### config.mk
export PLATFORM = sky130hd
export DESIGN_NAME = positional_list_engine
export DESIGN_NICKNAME = d
export VERILOG_FILES = /design/src/design/plist_pkg.sv /design/src/design/plist_front.sv /design/src/design/plist_back.sv /design/src/design/positional_list_engine.sv
export SDC_FILE = /design/constraint.sdc
export NUM_CORES = 2
export LEC_CHECK = 0
export BUFFER_PORTS_ARGS = -buffer_cell sky130_fd_sc_hd__buf_2
export CORE_MARGIN = 3
export CORE_UTILIZATION = 60
export CTS_CLUSTER_DIAMETER = 40
export CTS_CLUSTER_SIZE = 30
export DETAILED_ROUTE_END_ITERATION = 6
export GPL_TIMING_DRIVEN = 0
export PLACE_DENSITY = 0.8
export SYNTH_ARGS = -nofsm -noshare
export SYNTH_HDL_FRONTEND = slang
export SYNTH_SLANG_ARGS = --single-unit
### constraint.sdc
create_clock -name clk_i -period 6.23 [get_ports clk_i]
set_clock_uncertainty 0.1 [all_clocks]
set_input_delay 1.246 -clock clk_i [delete_from_list [all_inputs] [get_ports clk_i]]
set_output_delay 1.246 -clock clk_i [all_outputs]
set_load 0.1 [all_outputs]
### src/design/plist_pkg.sv
`default_nettype none
// ----------------------------------------------------------------------------
// plist_pkg
// Types and constants shared by the positional list engine modules.
// ----------------------------------------------------------------------------
package plist_pkg;

  localparam int CAPACITY = 16;
  localparam int LEN_W    = $clog2(CAPACITY + 1);
  localparam int IDX_W    = (CAPACITY > 1) ? $clog2(CAPACITY) : 1;
  localparam int POS_W    = 7;
  localparam int VAL_W    = 32;
  localparam int OUTLEN_W = 7;

  // request type codes as seen on the input port
  localparam logic [1:0] REQ_INSERT = 2'd0;
  localparam logic [1:0] REQ_DELETE = 2'd1;
  localparam logic [1:0] REQ_DUMP   = 2'd2;

  typedef enum logic [1:0] {
    OP_INSERT = 2'd0,
    OP_DELETE = 2'd1,
    OP_DUMP   = 2'd2
  } op_e;

  typedef enum logic [1:0] {
    ST_OK     = 2'd0,
    ST_BADPOS = 2'd1,
    ST_FULL   = 2'd2,
    ST_EMPTY  = 2'd3
  } status_e;

  typedef struct packed {
    logic [1:0]              req_type;
    logic [POS_W-1:0]        position;
    logic signed [VAL_W-1:0] value_in;
  } req_t;

  typedef struct packed {
    logic [1:0]              status;
    logic signed [VAL_W-1:0] item_value;
    logic                    is_last;
    logic [OUTLEN_W-1:0]     list_length;
  } rsp_t;

  // decoded command handed from the front to the back
  typedef struct packed {
    op_e                     op;
    logic [POS_W-1:0]        position;
    logic signed [VAL_W-1:0] value;
  } cmd_t;

endpackage
`default_nettype wire

### src/design/plist_front.sv
`default_nettype none
// ----------------------------------------------------------------------------
// plist_front
// Accepts requests, drops unused request types and queues decoded commands.
// ----------------------------------------------------------------------------
module plist_front import plist_pkg::*; (
  input  wire logic clk_i,
  input  wire logic rst_ni,
  input  wire logic push,
  output logic      full,
  input  wire req_t req_i,
  output logic      cmd_valid_o,
  output cmd_t      cmd_o,
  input  wire logic cmd_pop_i
);

  cmd_t       mem_q [2];
  logic       wr_ptr_q, wr_ptr_d;
  logic       rd_ptr_q, rd_ptr_d;
  logic [1:0] cnt_q, cnt_d;
  logic       accept, keep, do_pop;
  cmd_t       cmd_new;

  assign full        = (cnt_q == 2'd2);
  assign accept      = push && !full;
  assign cmd_valid_o = (cnt_q != 2'd0);
  assign cmd_o       = mem_q[rd_ptr_q];
  assign do_pop      = cmd_pop_i && cmd_valid_o;

  always_comb begin
    cmd_new          = '0;
    cmd_new.position = req_i.position;
    cmd_new.value    = req_i.value_in;
    keep             = 1'b1;
    unique case (req_i.req_type)
      REQ_INSERT: cmd_new.op = OP_INSERT;
      REQ_DELETE: cmd_new.op = OP_DELETE;
      REQ_DUMP:   cmd_new.op = OP_DUMP;
      default:    keep = 1'b0;  // unused type: taken and dropped
    endcase
  end

  always_comb begin
    wr_ptr_d = wr_ptr_q;
    rd_ptr_d = rd_ptr_q;
    cnt_d    = cnt_q;
    if (accept && keep) begin
      wr_ptr_d = ~wr_ptr_q;
    end
    if (do_pop) begin
      rd_ptr_d = ~rd_ptr_q;
    end
    cnt_d = cnt_q + 2'((accept && keep) ? 1 : 0) - 2'(do_pop ? 1 : 0);
  end

  always_ff @(posedge clk_i or negedge rst_ni) begin
    if (!rst_ni) begin
      wr_ptr_q <= 1'b0;
      rd_ptr_q <= 1'b0;
      cnt_q    <= 2'd0;
    end else begin
      wr_ptr_q <= wr_ptr_d;
      rd_ptr_q <= rd_ptr_d;
      cnt_q    <= cnt_d;
    end
  end

  always_ff @(posedge clk_i) begin
    if (accept && keep) begin
      mem_q[wr_ptr_q] <= cmd_new;
    end
  end

endmodule
`default_nettype wire

### src/design/plist_back.sv
`default_nettype none
// ----------------------------------------------------------------------------
// plist_back
// Holds the list cells, executes commands and queues the result transactions.
// ----------------------------------------------------------------------------
module plist_back import plist_pkg::*; (
  input  wire logic clk_i,
  input  wire logic rst_ni,
  input  wire logic cmd_valid_i,
  input  wire cmd_t cmd_i,
  output logic      cmd_pop_o,
  output logic      empty,
  input  wire logic pop,
  output rsp_t      rsp_o
);

  logic signed [VAL_W-1:0] cell_q [CAPACITY];
  logic signed [VAL_W-1:0] cell_d [CAPACITY];
  logic [LEN_W-1:0]        len_q, len_d;
  logic [IDX_W-1:0]        idx_q, idx_d;
  logic                    cell_we;

  rsp_t       oq_q [2];
  logic       owr_q, ord_q;
  logic [1:0] ocnt_q, ocnt_d;
  logic       space, fire, emit, do_pop;
  rsp_t       res;
  logic [POS_W-1:0] len_ext;
  logic             dump_last;

  assign space     = (ocnt_q != 2'd2);
  assign fire      = cmd_valid_i && space;
  assign empty     = (ocnt_q == 2'd0);
  assign rsp_o     = oq_q[ord_q];
  assign do_pop    = pop && !empty;
  assign len_ext   = POS_W'(len_q);
  assign dump_last = ((LEN_W'(idx_q) + LEN_W'(1)) == len_q);

  always_comb begin
    for (int i = 0; i < CAPACITY; i++) begin
      cell_d[i] = cell_q[i];
    end
    len_d      = len_q;
    idx_d      = idx_q;
    cell_we    = 1'b0;
    cmd_pop_o  = 1'b0;
    emit       = 1'b0;
    res        = '0;
    res.is_last = 1'b1;
    if (fire) begin
      emit = 1'b1;
      unique case (cmd_i.op)
        OP_INSERT: begin
          cmd_pop_o = 1'b1;
          if (cmd_i.position > len_ext) begin
            res.status = ST_BADPOS;
          end else if (len_q == LEN_W'(CAPACITY)) begin
            res.status = ST_FULL;
          end else begin
            res.status = ST_OK;
            cell_we    = 1'b1;
            len_d      = len_q + LEN_W'(1);
            // every cell at or above the position moves up in parallel
            for (int i = 0; i < CAPACITY; i++) begin
              if (POS_W'(i) == cmd_i.position) begin
                cell_d[i] = cmd_i.value;
              end else if ((i > 0) && (POS_W'(i) > cmd_i.position)) begin
                cell_d[i] = cell_q[(i > 0) ? i - 1 : 0];
              end
            end
          end
        end
        OP_DELETE: begin
          cmd_pop_o = 1'b1;
          if (cmd_i.position >= len_ext) begin
            res.status = ST_BADPOS;
          end else begin
            res.status = ST_OK;
            cell_we    = 1'b1;
            len_d      = len_q - LEN_W'(1);
            for (int i = 0; i < CAPACITY - 1; i++) begin
              if (POS_W'(i) >= cmd_i.position) begin
                cell_d[i] = cell_q[i + 1];
              end
            end
          end
        end
        OP_DUMP: begin
          if (len_q == '0) begin
            res.status = ST_EMPTY;
            cmd_pop_o  = 1'b1;
          end else begin
            res.status     = ST_OK;
            res.item_value = cell_q[idx_q];
            res.is_last    = dump_last;
            if (dump_last) begin
              cmd_pop_o = 1'b1;
              idx_d     = '0;
            end else begin
              idx_d = idx_q + IDX_W'(1);
            end
          end
        end
        default: begin
          cmd_pop_o = 1'b1;
          emit      = 1'b0;
        end
      endcase
    end
    res.list_length = OUTLEN_W'(len_d);
  end

  always_comb begin
    ocnt_d = ocnt_q + 2'(emit ? 1 : 0) - 2'(do_pop ? 1 : 0);
  end

  always_ff @(posedge clk_i or negedge rst_ni) begin
    if (!rst_ni) begin
      len_q  <= '0;
      idx_q  <= '0;
      owr_q  <= 1'b0;
      ord_q  <= 1'b0;
      ocnt_q <= 2'd0;
    end else begin
      len_q  <= len_d;
      idx_q  <= idx_d;
      ocnt_q <= ocnt_d;
      if (emit) begin
        owr_q <= ~owr_q;
      end
      if (do_pop) begin
        ord_q <= ~ord_q;
      end
    end
  end

  always_ff @(posedge clk_i) begin
    if (cell_we) begin
      for (int i = 0; i < CAPACITY; i++) begin
        cell_q[i] <= cell_d[i];
      end
    end
    if (emit) begin
      oq_q[owr_q] <= res;
    end
  end

endmodule
`default_nettype wire

### src/design/positional_list_engine.sv
`default_nettype none
// ----------------------------------------------------------------------------
// positional_list_engine
// Ordered list of signed values with insert, delete and dump requests.
//
//   channel   | handshake          | payload
//   ----------+--------------------+---------------------------------------
//   request   | push / full        | req_i  (req_type, position, value_in)
//   result    | empty / pop        | rsp_o  (status, item_value, is_last,
//             |                    |         list_length)
//
// Insert and delete shift all cells in parallel in the back end. A dump
// returns one result per stored entry (one for an empty list).
// Two-entry queues sit between the request port and the back end and in
// front of the result port, so either side can stall on its own.
// Reset clears the length and all queues; cell contents are not reset.
// ----------------------------------------------------------------------------
module positional_list_engine import plist_pkg::*; (
  input  wire logic clk_i,
  input  wire logic rst_ni,
  input  wire logic push,
  output logic      full,
  input  wire req_t req_i,
  output logic      empty,
  input  wire logic pop,
  output rsp_t      rsp_o
);

  logic cmd_valid;
  logic cmd_pop;
  cmd_t cmd;

  plist_front u_front (
    .clk_i       (clk_i),
    .rst_ni      (rst_ni),
    .push        (push),
    .full        (full),
    .req_i       (req_i),
    .cmd_valid_o (cmd_valid),
    .cmd_o       (cmd),
    .cmd_pop_i   (cmd_pop)
  );

  plist_back u_back (
    .clk_i       (clk_i),
    .rst_ni      (rst_ni),
    .cmd_valid_i (cmd_valid),
    .cmd_i       (cmd),
    .cmd_pop_o   (cmd_pop),
    .empty       (empty),
    .pop         (pop),
    .rsp_o       (rsp_o)
  );

endmodule
`default_nettype wire
Yosys cells after proc, flatten, opt, wreduce, memory -nomap -nowiden
Memory sizes are Yosys's and may differ from the RTL's.
Index checks and enable logic that the tools add are counted.
{ "totals": {"ram_bits": 674, "n_memories": 3, "regBits": 17, "input_bits": 45, "output_inout_bits": 44, "elab_cells": 184} }
{ "mem_list": {"columns": ["memory", "depth", "width", "rd", "rd_ports_with_merged_regs", "wr", "line", "text"], "rows": [
  ["u_back.cell_q", 16, 32, 17, 0, 16, "plist_back.sv:17", "logic signed [VAL_W-1:0] cell_q [CAPACITY];"],
  ["u_front.mem_q", 2, 41, 1, 0, 1, "plist_front.sv:17", "cmd_t mem_q [2];"],
  ["u_back.oq_q", 2, 40, 1, 0, 1, "plist_back.sv:23", "rsp_t oq_q [2];"]
]} }
{ "op_classes": {"n_lt_le_gt_ge": 32, "n_mux": 89, "eq_ne": 23, "n_bitwise": 5, "n_reduce_logical": 16, "n_addsub": 8} }
{ "ops": {"columns": ["cell", "n"], "rows": [
  ["2-to-1 mux 512 bit", 3],
  ["2-to-1 mux 32 bit", 47],
  ["one-hot mux 480 bit (2 select lines)", 1],
  ["2-to-1 mux 480 bit", 1],
  ["2-to-1 mux 33 bit", 2],
  ["== test 4 x 7 -> 1 bit (first input constant)", 8],
  ["greater-than comparator 4 x 7 -> 1 bit (first input constant)", 8],
  [">= comparator 4 x 7 -> 1 bit (first input constant)", 7],
  ["2-to-1 mux 35 bit", 1],
  ["== test 3 x 7 -> 1 bit (first input constant)", 4],
  [">= comparator 3 x 7 -> 1 bit (first input constant)", 4],
  ["greater-than comparator 3 x 7 -> 1 bit (first input constant)", 4],
  ["2-to-1 mux 1 bit", 22],
  ["2-to-1 mux 5 bit", 4],
  ["== test 2 x 7 -> 1 bit (first input constant)", 2],
  [">= comparator 1 x 7 -> 1 bit (first input constant)", 2],
  [">= comparator 2 x 7 -> 1 bit (first input constant)", 2],
  ["greater-than comparator 2 x 7 -> 1 bit (first input constant)", 2],
  ["one-hot mux 5 bit (2 select lines)", 1],
  ["== test 1 x 7 -> 1 bit (first input constant)", 1],
  [">= comparator 7 x 5 -> 1 bit", 1],
  ["greater-than comparator 1 x 7 -> 1 bit (first input constant)", 1],
  ["greater-than comparator 7 x 5 -> 1 bit", 1],
  ["logical NOT 7 bit", 1],
  ["other kinds (24)", 43]
]} }

Logic depth before layout (Yosys ltp)
{ "logic_depth": {"depth_word": 9, "depth_mapped": 14, "ltp_nobuf": 11} }

By module
A second synthesis with hierarchy kept.
{ "hier_totals": {"cells_unflattened": 2902, "area_unflattened_um2": 37171.9} }
{ "by_module_without_submodules": {"columns": ["module", "area_per_inst_um2", "instances", "cells_per_inst", "seq_area_each_um2"], "rows": [
  ["plist_back", 33811.2, 1, 2753, 18102.4],
  ["plist_front", 3360.7, 1, 149, 2562.5]
]} }

Worst setup path before layout
Ideal clock, no wire load.
{ "synth_timing": {"path_kind": "flip-flop to flip-flop", "start": "reg u_front.rd_ptr_q", "end": "mem u_back.cell_q[8][0], enable pin", "setup_slack_ns": 0.853, "setup_time_ns": 0.470, "t_arrival_ns": 4.807, "synth_period_minus_slack_ns": 5.377, "path_buffers": 1, "path_stages_with_launch": 11, "t_required_ns": 5.660, "path_cell_list": "dfrtp_1 buf_6 mux2_2 inv_2 ha_1 nand2b_1 a211oi_1 o21ai_0 a211o_1 a21o_1 a211oi_1"} }
{ "synth_lines": {"columns": ["element", "line", "text"], "rows": [
  ["start, declared", "plist_front.sv:19", "logic rd_ptr_q, rd_ptr_d;"],
  ["start signal, assigned", "plist_front.sv:63", "rd_ptr_q <= rd_ptr_d;"],
  ["end, declared", "plist_back.sv:17", null]
]} }

==> impl_metrics.tcl <==
set metrics [dict create \
    ant_nets 0 \
    synth.area.top_cells "edfxtp_1 55%, mux4_2 9.3%, o21ai_0 8.5%, mux2i_1 6.5%, nand2_1 6.4%" \
    path_max_fanout 12 \
    insertion_delay_ns 0.67 \
    cts_sinks 691 \
    min_path_type "in2async" \
    holdBufCountCts 0 \
    place_ws_ns 0.675 \
    slew_headroom -0.0385 \
    placed_cell_area_sq_mm 0.0385 \
    ctsResizeCount 0 \
    max_stage_delay_ns 0.77 \
    finalHoldViolations 0 \
    synth_area_sq_mm 0.0367 \
    power_mw 20.0 \
    rows 90 \
    yosysMostFrequentCell "edfxtp_1" \
    worst_pin_slew_ns 1.51 \
    cts_setup_buffers 0 \
    period_needed_ns 5.70 \
    ys_async_sr_fraction 0.0246 \
    cpMaxStageDelayCell "clkbuf_1" \
    critPathCaptureType "register" \
    vdd_drop_max_uv 451 \
    port_buffers 86 \
    dp_hpwl_um 92200 \
    timing.rr.start "u_front.rd_ptr_q$_DFFE_PN0P_" \
    fmax_mhz 175 \
    worst_r2r_path_depth 16 \
    r2r_slack_ns 0.53 \
    die_y_um 253 \
    p_per_area_mw_per_mm2 473 \
    rsz0062_at_grt "no" \
    dieArea_sq_mm 0.0642 \
    track_usage 0.365 \
    worstReg2RegEnd "u_back.cell_q[15][24]$_DFFE_PP_" \
    root_buffer "clkbuf_16" \
    cts-buffers-inserted 103 \
    fin_area_sq_mm 0.0422 \
    netlist_instances 3124 \
    synth-seq-cells 691 \
    htreeDepth 3 \
    core_area_sq_mm 0.0605 \
    antenna_found_initial 13 \
    avgSynthCellArea_sq_um 11.8 \
    synth-edff-count 674 \
    status "finished with violations" \
    io_pins 89 \
    via_count 28400 \
    die_width_um 253 \
    cp.arrival_ns 6.00 \
    drv_cap 4 \
    yosys_warnings 0 \
    first_pass_iters 7 \
    synth_commonest_cells "674 x edfxtp_1, 627 x nand2_1, 620 x o21ai_0" \
    cp.required_ns 6.53 \
    path_clk_slew_ns 0.07 \
    maxSlewViolCount 12 \
    drt_iter0_drc 5048 \
    clk_path_buf_depth 3 \
    startpoint_type "register" \
    setup_violations 0 \
    wirelength_um 117000 \
    synth_top_area_cell "edfxtp_1" \
    globalplace.congestion 0.967 \
    start_util 0.607 \
    period_share 0.915 \
    syn_to_final_growth_pct 15.0 \
    path_cells "buf_6 > clkbuf_1 > a21oi_1 > inv_1 > ha_1 > and3_1 > and3_1 > a21oi_1 > nor2_1 > nand3_1 > clkbuf_1 > clkbuf_1 > nor3_2 > buf_6 > buf_6 > buf_6" \
    ys_types 55 \
    seq_area_frac_synth 0.563 \
    avgRoutedWirePerCell_um 27.8 \
    cts_tree "yes" \
    vias_per_cell 6.75 \
    nets 3394 \
    p_leak_nw 14.1 \
    grt_pass1_wl_um 171000 \
    synth.top_cell.area_share 0.551 \
    synth_flop_cell "edfxtp_1" \
    fillers 4293 \
    path_common_cell "buf_6" \
    violations "design-rule violations, max-capacitance violations, max-slew violations" \
    drive_gt1_frac 0.182 \
    path_buf_inv 8 \
    first_global_vias 26800 \
    critPathKind "reg2reg" \
    route.detailed.drc 1 \
    grt_max_degree 41 \
    finalWorstSetupSlack_ns 0.531 \
    grt-ovfl-total 0 \
    crit_family "buffers and inverters" \
]
==> worst reg2reg max path: stages (launching register included) <==
cell,delay [ns]
dfrtp_1,0.43
buf_6,0.17
clkbuf_1,0.32
a21oi_1,0.62
inv_1,0.31
ha_1,0.37
and3_1,0.21
and3_1,0.20
a21oi_1,0.23
nor2_1,0.16
nand3_1,0.21
clkbuf_1,0.77
clkbuf_1,0.70
nor3_2,0.13
buf_6,0.20
buf_6,0.18
buf_6,0.17
==> flip-flops by register name, indices dropped and copies added (netlist names) <==
signal and count:
u_back.cell_q 512, u_back.idx_q 4, u_back.len_q 5, u_back.ocnt_q 2, u_back.oq_q 80, u_back.ord_q 1
u_back.owr_q 1, u_front.cnt_q 2, u_front.mem_q 82, u_front.rd_ptr_q 1, u_front.wr_ptr_q 1
==> per-stage QoR <==
step	instances	TNS [ns]	hold slack (ns)	utilization
2_1_floorplan	3125	0	0.355	-
3_3_place_gp	3993	-135.18	0.368	0.631
3_5_place_dp	4006	0	0.413	0.637
4_1_cts	4199	0	0.420	0.696
5_1_grt	4207	0	0.449	0.698
6_report	4209	0	0.426	0.698
==> worst max-delay path by stage <==
stage / start / end / slack [ns] / cells after the start
after floorplan: u_front.rd_ptr_q$_DFFE_PN0P_ / u_back.cell_q[8][0]$_DFFE_PP_ / 0.85 / 10
after global placement: u_front.rd_ptr_q$_DFFE_PN0P_ / u_back.cell_q[15][19]$_DFFE_PP_ / -2.31 / 13
after detailed placement: u_front.rd_ptr_q$_DFFE_PN0P_ / u_back.cell_q[15][21]$_DFFE_PP_ / 0.68 / 16
after CTS: u_front.rd_ptr_q$_DFFE_PN0P_ / u_back.cell_q[15][22]$_DFFE_PP_ / 0.64 / 16
after global routing: u_front.rd_ptr_q$_DFFE_PN0P_ / u_back.cell_q[15][23]$_DFFE_PP_ / 0.43 / 16
final: u_front.rd_ptr_q$_DFFE_PN0P_ / u_back.cell_q[15][24]$_DFFE_PP_ / 0.53 / 16
==> logic make-up after synthesis <==
logic type,count (synthesis),share of synthesized area
compound gates,841,0.126
simple gates,834,0.0922
flops,691,0.563
mux,465,0.181
buf+inv,266,0.0301
xor+xnor,14,0.00334
fa+ha+maj,12,0.00409
other cells,1,0.000102
==> cell usage in the layout, fill, tap and decap left out, types with 10 or more instances in the layout <==
cell / instances
ha_1: 12
dfrtp_1: 17
o21ai_0: 620
buf_6: 11
nor2_1: 111
buf_4: 10
xnor2_1: 10
clkinv_4: 14
a21oi_1: 92
mux2_2: 76
edfxtp_1: 674
inv_1: 16
buf_2: 118
clkbuf_16: 105
nand2_1: 627
mux2i_1: 222
clkbuf_1: 193
mux2i_2: 15
a22o_1: 64
inv_6: 20
a21oi_2: 20
nor2b_1: 34
buf_1: 21
mux4_2: 151
==> report_power, final <==
part	internal [mW]	switching [mW]
sequential	5.94	0.169
combinational	2.24	5.67
clock	3.50	2.43
total	11.7	8.27
==> routing by layer <==
layer  global-route usage  vias to the layer above  share of wire
li1                     -                    12200              -
met1                0.540                    13600           0.38
met2                0.532                     2355           0.43
met3               0.0976                      228           0.16
met4                0.112                        8          0.029
met5                    0                        -        0.00047
==> layout make-up <==
class / instances / area (sq um) / share of cell area
buffer: 248 / 1040 / 0.0246
multi-input combinational: 2168 / 15200 / 0.359
antenna: 2 / 5.00 / 0.000119
clock inverter: 80 / 925 / 0.0219
clock buffer: 113 / 2660 / 0.0629
tap: 782 / 978 / 0.0232
inverter: 18 / 67.6 / 0.00160
timing repair buffer: 107 / 719 / 0.0170
sequential: 691 / 20700 / 0.489
Power figures use the tool's default switching activity.
